$ cat src/rtl/nqsc_pkg.sv
package nqsc_pkg;

    localparam int MAX_BOARD_DEF = 21;
    localparam int FIELD_W       = 21;
    localparam int SIZE_W        = 5;
    localparam int ROW_W         = 5;
    localparam int COUNT_W       = 40;

    localparam logic [SIZE_W-1:0]  BOARD_RESET = SIZE_W'(8);
    localparam logic [COUNT_W-1:0] COUNT_MAX   = {COUNT_W{1'b1}};

    typedef enum logic [1:0] {
        ST_IDLE,
        ST_SEARCH,
        ST_POP,
        ST_FINISH
    } t_state;

endpackage

$ cat src/rtl/nqsc_frame_ram.sv
module nqsc_frame_ram #(
    parameter int DEPTH  = 21,
    parameter int WIDTH  = 84,
    parameter int ADDR_W = 5
) (
    input  logic              i_clk,
    input  logic              i_we,
    input  logic [ADDR_W-1:0] i_waddr,
    input  logic [WIDTH-1:0]  i_wdata,
    input  logic              i_re,
    input  logic [ADDR_W-1:0] i_raddr,
    output logic [WIDTH-1:0]  o_rdata
);

    logic [WIDTH-1:0] r_mem [DEPTH];
    logic [WIDTH-1:0] r_rdata;

    always_ff @(posedge i_clk) begin
        if (i_we) begin
            r_mem[i_waddr] <= i_wdata;
        end
    end

    always_ff @(posedge i_clk) begin
        if (i_re) begin
            r_rdata <= r_mem[i_raddr];
        end
    end

    assign o_rdata = r_rdata;

endmodule

$ cat src/rtl/nqueens_subtree_counter_core.sv
// Counts the completions of one partial N-queens board by bitwise backtracking and
// returns twice that count (mirror images), saturating at 2^40-1. Board width comes
// from the board width register (reset 8, clamped to MAX_BOARD); mask bits above it
// are ignored. One board is searched at a time: a step that places a queen one row
// deeper stays in the search state; a step that backs up a row passes through the
// pop state, as the saved frame comes back through the registered read of the frame
// memory (depth MAX_BOARD, one entry per level). The board is loaded from idle, and
// the finish state hands the count to the output register. The next board is
// accepted as soon as the count sits in the output register, whether or not it has
// been taken yet.
module nqueens_subtree_counter_core
    import nqsc_pkg::*;
#(
    parameter int MAX_BOARD = MAX_BOARD_DEF
) (
    input  logic               i_clk,
    input  logic               i_rst_n,
    input  logic               i_cfg_we,
    input  logic [SIZE_W-1:0]  i_cfg_wdata,
    input  logic               i_in_valid,
    output logic               o_in_ready,
    input  logic [ROW_W-1:0]   i_start_row,
    input  logic [FIELD_W-1:0] i_column_mask,
    input  logic [FIELD_W-1:0] i_right_diag_mask,
    input  logic [FIELD_W-1:0] i_left_diag_mask,
    output logic               o_out_valid,
    input  logic               i_out_ready,
    output logic [COUNT_W-1:0] o_solution_count
);

    localparam int LVL_W   = $clog2(MAX_BOARD);
    localparam int FRAME_W = 4 * MAX_BOARD;
    localparam logic [SIZE_W:0]  MAX_N    = (SIZE_W + 1)'(MAX_BOARD);
    localparam logic [LVL_W-1:0] LVL_LAST = LVL_W'(MAX_BOARD - 1);

    t_state r_state, n_state;
    logic [SIZE_W-1:0]    r_board_width;
    logic                 r_out_valid;
    logic [COUNT_W-1:0]   r_out_count;

    logic [MAX_BOARD-1:0] r_col, n_col;
    logic [MAX_BOARD-1:0] r_rd, n_rd;
    logic [MAX_BOARD-1:0] r_ld, n_ld;
    logic [MAX_BOARD-1:0] r_cand, n_cand;
    logic [LVL_W-1:0]     r_level, n_level;
    logic [ROW_W-1:0]     r_row, n_row;
    logic [COUNT_W-1:0]   r_count, n_count;

    logic [SIZE_W:0]      n_eff;
    logic [MAX_BOARD-1:0] full;
    logic [MAX_BOARD-1:0] lsb, rest;
    logic [MAX_BOARD-1:0] dn_col, dn_rd, dn_ld;
    logic [MAX_BOARD-1:0] in_col, in_rd, in_ld;
    logic [MAX_BOARD+FIELD_W-1:0] ext_col, ext_rd, ext_ld;
    logic                 can_descend;
    logic                 load_out;

    logic                 ram_we, ram_re;
    logic [LVL_W-1:0]     ram_raddr;
    logic [FRAME_W-1:0]   ram_wdata, ram_rdata;

    nqsc_frame_ram #(
        .DEPTH  (MAX_BOARD),
        .WIDTH  (FRAME_W),
        .ADDR_W (LVL_W)
    ) u_frame_ram (
        .i_clk   (i_clk),
        .i_we    (ram_we),
        .i_waddr (r_level),
        .i_wdata (ram_wdata),
        .i_re    (ram_re),
        .i_raddr (ram_raddr),
        .o_rdata (ram_rdata)
    );

    // effective width and the mask of N ones
    always_comb begin
        n_eff = (r_board_width > MAX_N[SIZE_W-1:0] && MAX_N[SIZE_W] == 1'b0) ?
                MAX_N : {1'b0, r_board_width};
        for (int i = 0; i < MAX_BOARD; i++) begin
            full[i] = ((SIZE_W + 1)'(i) < n_eff);
        end
    end

    // fit the fixed-width input masks to MAX_BOARD
    assign ext_col = {{MAX_BOARD{1'b0}}, i_column_mask};
    assign ext_rd  = {{MAX_BOARD{1'b0}}, i_right_diag_mask};
    assign ext_ld  = {{MAX_BOARD{1'b0}}, i_left_diag_mask};
    assign in_col  = ext_col[MAX_BOARD-1:0];
    assign in_rd   = ext_rd[MAX_BOARD-1:0];
    assign in_ld   = ext_ld[MAX_BOARD-1:0];

    assign lsb    = r_cand & (~r_cand + MAX_BOARD'(1));
    assign rest   = r_cand & ~lsb;
    assign dn_col = r_col | lsb;
    assign dn_rd  = (r_rd | lsb) >> 1;
    assign dn_ld  = (r_ld | lsb) << 1;

    // row + 1 < N means the current row is not the last one
    assign can_descend = (({1'b0, r_row} + (SIZE_W + 1)'(1)) < n_eff) && (r_level != LVL_LAST);
    assign ram_wdata   = {r_col, r_rd, r_ld, rest};
    assign load_out    = (r_state == ST_FINISH) && (!r_out_valid || i_out_ready);

    always_comb begin
        n_state   = r_state;
        n_col     = r_col;
        n_rd      = r_rd;
        n_ld      = r_ld;
        n_cand    = r_cand;
        n_level   = r_level;
        n_row     = r_row;
        n_count   = r_count;
        ram_we    = 1'b0;
        ram_re    = 1'b0;
        ram_raddr = r_level - LVL_W'(1);
        case (r_state)
            ST_IDLE: begin
                if (i_in_valid) begin
                    n_col   = in_col;
                    n_rd    = in_rd;
                    n_ld    = in_ld;
                    n_cand  = full & ~(in_col | in_rd | in_ld);
                    n_level = '0;
                    n_row   = i_start_row;
                    n_count = '0;
                    n_state = ST_SEARCH;
                end
            end
            ST_SEARCH: begin
                if (r_cand != '0 && can_descend) begin
                    // save this level's frame and go one row deeper
                    ram_we  = 1'b1;
                    n_col   = dn_col;
                    n_rd    = dn_rd;
                    n_ld    = dn_ld;
                    n_cand  = full & ~(dn_col | dn_rd | dn_ld);
                    n_level = r_level + LVL_W'(1);
                    n_row   = r_row + ROW_W'(1);
                end else begin
                    if (r_cand != '0) begin
                        // queen in the last row: a solution, rest of the row dropped
                        n_count = (r_count >= COUNT_MAX - COUNT_W'(1)) ?
                                  COUNT_MAX : r_count + COUNT_W'(2);
                    end
                    if (r_level == '0) begin
                        n_state = ST_FINISH;
                    end else begin
                        ram_re  = 1'b1;
                        n_level = r_level - LVL_W'(1);
                        n_row   = r_row - ROW_W'(1);
                        n_state = ST_POP;
                    end
                end
            end
            ST_POP: begin
                n_col   = ram_rdata[4*MAX_BOARD-1:3*MAX_BOARD];
                n_rd    = ram_rdata[3*MAX_BOARD-1:2*MAX_BOARD];
                n_ld    = ram_rdata[2*MAX_BOARD-1:MAX_BOARD];
                n_cand  = ram_rdata[MAX_BOARD-1:0];
                n_state = ST_SEARCH;
            end
            ST_FINISH: begin
                if (load_out) begin
                    n_state = ST_IDLE;
                end
            end
            default: begin
                n_state = ST_IDLE;
            end
        endcase
    end

    always_ff @(posedge i_clk) begin
        if (!i_rst_n) begin
            r_state <= ST_IDLE;
        end else begin
            r_state <= n_state;
        end
    end

    always_ff @(posedge i_clk) begin
        if (!i_rst_n) begin
            r_board_width <= BOARD_RESET;
        end else if (i_cfg_we) begin
            r_board_width <= i_cfg_wdata;
        end
    end

    always_ff @(posedge i_clk) begin
        r_col   <= n_col;
        r_rd    <= n_rd;
        r_ld    <= n_ld;
        r_cand  <= n_cand;
        r_level <= n_level;
        r_row   <= n_row;
        r_count <= n_count;
    end

    always_ff @(posedge i_clk) begin
        if (!i_rst_n) begin
            r_out_valid <= 1'b0;
        end else if (load_out) begin
            r_out_valid <= 1'b1;
        end else if (i_out_ready) begin
            r_out_valid <= 1'b0;
        end
    end

    always_ff @(posedge i_clk) begin
        if (load_out) begin
            r_out_count <= r_count;
        end
    end

    assign o_in_ready       = (r_state == ST_IDLE);
    assign o_out_valid      = r_out_valid;
    assign o_solution_count = r_out_count;

endmodule

$ cat config.mk
export PLATFORM = sky130hd
export DESIGN_NAME = nqueens_subtree_counter_core
export DESIGN_NICKNAME = d
export VERILOG_FILES = /design/src/rtl/nqsc_pkg.sv /design/src/rtl/nqsc_frame_ram.sv /design/src/rtl/nqueens_subtree_counter_core.sv
export SDC_FILE = /design/constraint.sdc
export NUM_CORES = 2
export LEC_CHECK = 0
export ABC_AREA = 0
export BUFFER_PORTS_ARGS = -buffer_cell sky130_fd_sc_hd__buf_4
export CAP_MARGIN = 5
export CORE_MARGIN = 2
export CORE_UTILIZATION = 56
export CTS_BUF_LIST = sky130_fd_sc_hd__clkbuf_16
export CTS_CLUSTER_SIZE = 16
export DETAILED_ROUTE_END_ITERATION = 12
export PLACE_DENSITY_LB_ADDON = 0.2
export SETUP_SLACK_MARGIN = 0.4
export SYNTH_ARGS = -nofsm -noshare
export SYNTH_HDL_FRONTEND = slang
export SYNTH_SLANG_ARGS = --single-unit
$ cat constraint.sdc
create_clock -name i_clk -period 12.4 [get_ports i_clk]
set_clock_uncertainty 0.1 [all_clocks]
set_input_delay 2.48 -clock i_clk [delete_from_list [all_inputs] [get_ports i_clk]]
set_output_delay 2.48 -clock i_clk [all_outputs]
set_load 0.01 [all_outputs]
### After elaboration in Yosys (flattened, before gate mapping)

Memories as Yosys holds them, arrays and structs flattened. A register that Yosys moved wholly into a read port is not among the register bits.
Index checks and enable logic that the tools add are counted.

* register bits after elaboration: 182
* bits in writable memories: 1764
* input bits: 78
* memories: 1

Memories
* u_frame_ram.r_mem: words 21, width 84, rd ports 1, clocked after Yosys merged registers in 1, write ports 1, line nqsc_frame_ram.sv:15 `logic [WIDTH-1:0] r_mem [DEPTH];`

* $add $sub $neg: 7
* $lt $le $gt $ge: 24
* eq/ne operators: 10
* multiplexer cells: 40
* bitwise operators: 15
* reductions and logical operators: 15

Operator list (number)
* $pmux W21 S3: 4
* $mux W21: 8
* $mux W40: 4
* $or A21 B21 Y21: 5
* $and A21 B21 Y21: 4
* $not A21 Y21: 4
* $pmux W40 S2: 1
* $add A40 B2 Y40 const B: 1
* $ge A40 B40 Y1 const B: 1
* $lt A4 B5 Y1 const A: 8
* $mux W5: 7
* $lt A5 B5 Y1 const A: 5
* $add A21 B1 Y21 const B: 1
* $or A21 B20 Y21: 1
* $reduce_bool A21 Y1: 1
* $lt A3 B5 Y1 const A: 4
* $or A20 B20 Y20: 1
* $pmux W5 S2: 2
* $add A5 B1 Y5 const B: 2
* $lt A1 B5 Y1 const A: 2
* $lt A2 B5 Y1 const A: 2
* $mux W1: 10
* $ne A2 B2 Y1 const B: 5
* $sub A5 B1 Y5 const B: 2
* other kinds (18): 26

### Longest topological paths before layout

* depth after elaboration: 10
* mapped depth: 18

### Modules after synthesis

Synthesis repeated with hierarchy kept, for this count alone.

* cell total of the unflattened synthesis: 4400
* area, all modules: 80593.5 um^2

By module, submodules not included
* nqsc_frame_ram: instances 1, cells each 3408, area an instance 70497.6 um^2
* nqueens_subtree_counter_core: instances 1, cells each 992, area an instance 10095.9 um^2

### Worst setup path after synthesis

OpenSTA, ideal clock, no wires.

* path type: register to register
* from: register r_level[0]
* to: memory u_frame_ram.r_mem[10][10] (enable)
* data arrival time: 11193 ps
* data required time: 11551 ps
* slack: 358 ps
* cell stages (with the launch flop): 13
* cell sequence: edfxtp_1 -> clkbuf_1 -> clkbuf_1 -> buf_2 -> buf_1 -> inv_1 -> ha_1 -> clkbuf_1 -> and4b_1 -> a211oi_1 -> o211ai_1 -> clkbuf_1 -> nor4b_1

* cells in the longest elaborated chain, start to end: 7

RTL lines
* start, declared: line nqueens_subtree_counter_core.sv:45 `logic [LVL_W-1:0] r_level, n_level;`
* start signal, assigned: line nqueens_subtree_counter_core.sv:194 `r_level <= n_level;`
* $ne A5 B5 Y1: line nqueens_subtree_counter_core.sv:100 `assign can_descend = (({1'b0, r_row} + (SIZE_W + 1)'(1)) < n_eff) && (r_level != LVL_LAST);`
* $logic_and A1 B1 Y1: line nqueens_subtree_counter_core.sv:100
* $logic_and A1 B1 Y1: line nqueens_subtree_counter_core.sv:130 `if (r_cand != '0 && can_descend) begin`
* $mux W1: line nqueens_subtree_counter_core.sv:130
* $mux W1: line nqueens_subtree_counter_core.sv:116 `case (r_state)`
* $mux W1: line nqsc_frame_ram.sv:19 `if (i_we) begin`
* $mux W1 (implied by the code): line nqsc_frame_ram.sv:20 `r_mem[i_waddr] <= i_wdata;`
* end, declared: line nqsc_frame_ram.sv:15

Several ways; a longest one is shown, not always the timed one.

### Worst setup path after layout

* from: register r_cand[4]
* to: register r_row[4], data pin

* cells in the longest elaborated chain, start to end: 4

RTL lines
* start, declared: line nqueens_subtree_counter_core.sv:44 `logic [MAX_BOARD-1:0] r_cand, n_cand;`
* start signal, assigned: line nqueens_subtree_counter_core.sv:193 `r_cand <= n_cand;`
* $reduce_bool A21 Y1: line nqueens_subtree_counter_core.sv:130
* $logic_and A1 B1 Y1: line nqueens_subtree_counter_core.sv:130
* $mux W5: line nqueens_subtree_counter_core.sv:130
* $pmux W5 S2: line nqueens_subtree_counter_core.sv:116
* via n_row[4]: line nqueens_subtree_counter_core.sv:46 `logic [ROW_W-1:0] r_row, n_row;`
* end signal, assigned: line nqueens_subtree_counter_core.sv:195 `r_row <= n_row;`
* end, declared: line nqueens_subtree_counter_core.sv:46

The timed path passes the listed nets, and every way through them passes these cells.
A chain may end at the register's enable or synchronous reset.

==> flow_summary.yaml <==
critical_path:
  arrival_ps: 5420
  cpPeakStageDelay_ps: 740
  reg2reg_to: "r_row[4]"
  slowest_stage: "or4_1"
  critPathCaptureType: "flop"
  startpoint: "r_cand[4]"
  reg2regPathDepth: 10
  path_delay_family: "simple AND/OR/NAND/NOR gates"
  path_buf_inv: 0
  required_ps: 12860
  r2r_slack_ps: 7440
  startpoint_type: "flop"
  cp_num_cells: 10
  crit_type: "reg -> reg"
  crit_path_cell_trace: "or4_1, or3_1, or4_1, nand2_2, ha_1, nor2b_1, o21a_1, or3_1, and3_1, a221o_1"
  worst-path-max-fanout: 18
  critical_path.endpoint: "r_row[4]"
  reg2reg_from: "r_cand[4]"
layout:
  fin_area_um2: 86880
  multi_input_area_um2: 18100
  drive_gt1_frac: 0.2481
  finalNetCount: 4202
  nFillCells: 9303
  synthToLayoutAreaGrowth_pct: 12.27
  seq_area_um2: 58840
job:
  drv_cap: 0
placed_design:
  io_buffers: 119
  place_congestion: 0.8757
  dpl.hpwl_um: 101900
  placed_area_um2: 80950
power:
  peakVddDrop_uv: 421.9
  power_leakage_nw: 27.75
  powerDensity_nw_per_um2: 270.3
floorplan:
  die-area_um2: 141200
  core_area_um2: 137300
  rows: 136
  die_h_um: 375.7
  fp.dieW_um: 375.7
  ios: 120
  start_util: 0.5636
drt:
  wire_per_inst_um: 30.16
  num_vias: 39270
  drt_first_iter_violations: 5060
  firstDrtPassIters: 6
  ant_nets: 0
  drcViolationCount: 0
  via_per_inst: 6.481
  wl_um: 182700
clocking:
  cts_buffer_depth: 3
  cts_tree: "done"
  clock_sinks: 1962
  cts_root_buffer: "clkbuf_16"
  ctsHoldBuffers: 0
  clock_latency_ps: 810
  cts.repair.resized: 0
  htreeDepth: 4
  postCtsSetupBuffers: 0
  clk_pin_slew_worst_paths_ps: 70
  cts_buffers: 190
global_routing:
  gr-total-overflow: 0
  grt_antenna_before_repair: 5
  grt_pass1_vias: 38980
  grt_pass1_wl_um: 265600
  grtUsageTotal: 0.2610
  grt_max_degree: 149
timing:
  period_needed_ps: 4962
  tightest_slew_ps: 1358
  hold_violations: 0
  maxSlewViolCount: 0
  relSlewSlack: 0.09106
  period_share: 0.4002
  tns_ps: 0
  rsz0062_at_grt: "false"
  setup_viol: 0
  fmax_mhz: 201.5
logic_synthesis:
  ys_ff_latch: 1962
  synthCells: 3852
  async_reset_ff_frac: 0
  synth_edf_count: 1954
  seq_area_frac_synth: 0.7603
  ys.flop_type: "edfxtp_1"
  syn_area_um2: 77390
  ys_types: 70
  ys_warn_count: 0
  avgSynthCellArea_um2: 20.09
worst_hold_path:
  hp-class: "reg -> reg"
outcome:
  run_status: "finished, final reports clean"
[flip-flops by register name, indices dropped and copies added, names as in the netlist]
signal and count:
u_frame_ram.o_rdata 81, r_ld 20, r_board_width 5, r_cand 21, r_state 2, u_frame_ram.r_mem 1701, r_level 5, o_solution_count 40
r_rd 20, r_count 40, o_out_valid 1, r_row 5, r_col 21
[worst min-delay path by stage]
stage,startpoint,to,slack [ps],cells past startpoint
6_report,r_count[0],o_solution_count[0],370,0
5_1_grt,r_count[0],o_solution_count[0],380,0
4_1_cts,r_count[0],o_solution_count[0],360,0
3_5_place_dp,r_count[0],o_solution_count[0],340,0
3_3_place_gp,r_count[0],o_solution_count[0],330,0
2_1_floorplan,r_count[0],o_solution_count[0],330,0
[report_power, final]
| group | switching [mW] | leakage [nW] | internal, mW |
|---|---|---|---|
| clock | 2.45 | 3.00 | 3.06 |
| sequential | 1.01 | 17.9 | 9.23 |
| combinational | 4.53 | 6.82 | 3.21 |
[area by class of cell]
| type | instances | share of cell area |
|---|---|---|
| well taps | 1794 | 0.02584 |
| clock buffers | 192 | 0.05530 |
| diodes | 1 | 0.00002880 |
| inverters | 29 | 0.001282 |
| multi-input cells | 1707 | 0.2084 |
| flip-flops and latches | 1962 | 0.6772 |
| clock inverters | 158 | 0.01289 |
| repair buffers | 216 | 0.01910 |
[synthesized netlist by cell type, types with 5 or more instances]
cell | instances | area (um2)
xor2_1 | 10 | 87.58
buf_1 | 56 | 210.2
nor2_1 | 96 | 360.4
and3_1 | 9 | 56.30
mux2i_1 | 167 | 1672
nor3_1 | 42 | 210.2
o31ai_1 | 10 | 75.07
or2_2 | 6 | 37.54
a21oi_1 | 60 | 300.3
or4_1 | 8 | 60.06
a31oi_1 | 55 | 344.1
xnor2_1 | 31 | 271.5
a22oi_1 | 8 | 60.06
clkbuf_1 | 165 | 619.3
o211ai_1 | 95 | 713.2
edfxtp_1 | 1954 | 58680
o41ai_1 | 6 | 52.55
or3_1 | 9 | 56.30
nand3_1 | 22 | 110.1
mux2_2 | 84 | 945.9
nor3b_1 | 7 | 52.55
nand2_1 | 168 | 630.6
a21o_1 | 7 | 52.55
dfxtp_1 | 8 | 160.2
nor4b_1 | 8 | 70.07
nor2b_1 | 13 | 81.33
nand4_1 | 7 | 43.79
buf_2 | 9 | 45.04
nor4_1 | 34 | 212.7
and4_1 | 7 | 61.31
inv_1 | 28 | 105.1
mux4_2 | 405 | 9121
a31o_2 | 7 | 61.31
a32o_1 | 5 | 50.05
o21ai_0 | 125 | 625.6
ha_1 | 17 | 212.7
a21oi_2 | 30 | 262.8
o21a_1 | 13 | 97.59
a211oi_1 | 7 | 52.55
[cell families (layout without fill, tap and decap cells)]
kind of cell	after synthesis	in the layout	share of synthesized area
multiplexers	656	656	0.1517
flip-flops	1962	1962	0.7603
adder cells (fa/ha/maj)	18	18	0.003007
AND/OR/NAND/NOR	451	451	0.02800
XOR/XNOR	41	41	0.004640
other	1	82	0.00004846
AO/OA/AOI/OAI	460	460	0.03911
buffers and inverters	263	595	0.01324
[per-layer routing]
| layer | track usage | share of wire |
|---|---|---|
| met2 | 0.4015 | 0.47 |
| met5 | 0 | 0.00010 |
| met4 | 0.07297 | 0.024 |
| met3 | 0.06414 | 0.10 |
| met1 | 0.3775 | 0.40 |
[cells in the final DEF, fill, tap and decap left out, types with 9 or more instances in the layout]
| cell type | n |
|---|---|
| mux2i_1 | 167 |
| mux4_2 | 405 |
| nor2b_1 | 11 |
| o21ai_0 | 125 |
| or3_1 | 9 |
| conb_1 | 81 |
| o21a_1 | 13 |
| clkinv_1 | 56 |
| nand3_1 | 22 |
| clkinv_2 | 36 |
| and3_1 | 9 |
| inv_1 | 56 |
| nor3_1 | 34 |
| ha_1 | 13 |
| o31ai_1 | 10 |
| nor2_1 | 95 |
| bufinv_16 | 12 |
| clkinvlp_4 | 11 |
| clkbuf_16 | 192 |
| xnor2_1 | 31 |
| a21oi_2 | 30 |
| mux2_2 | 84 |
| nor4_1 | 32 |
| o211ai_1 | 95 |
| buf_4 | 213 |
| a21oi_1 | 59 |
| edfxtp_1 | 1954 |
| a31oi_1 | 54 |
| nand2_1 | 168 |
[metrics by stage]
stage | setup WS, ps | std cells | hold WS [ps] | util | power, mW
2_1_floorplan | 358.3 | 3932 | 326.4 | - | 15.49
3_3_place_gp | 7623 | 5708 | 334.7 | 0.5895 | 18.01
3_5_place_dp | 7536 | 5708 | 342.2 | 0.5895 | 18.12
4_1_cts | 7498 | 6058 | 361.1 | 0.6327 | 23.61
5_1_grt | 7198 | 6058 | 375.8 | 0.6327 | 24.48
6_report | 7438 | 6059 | 370.1 | 0.6327 | 23.48
(Power assumes the default switching activity.)
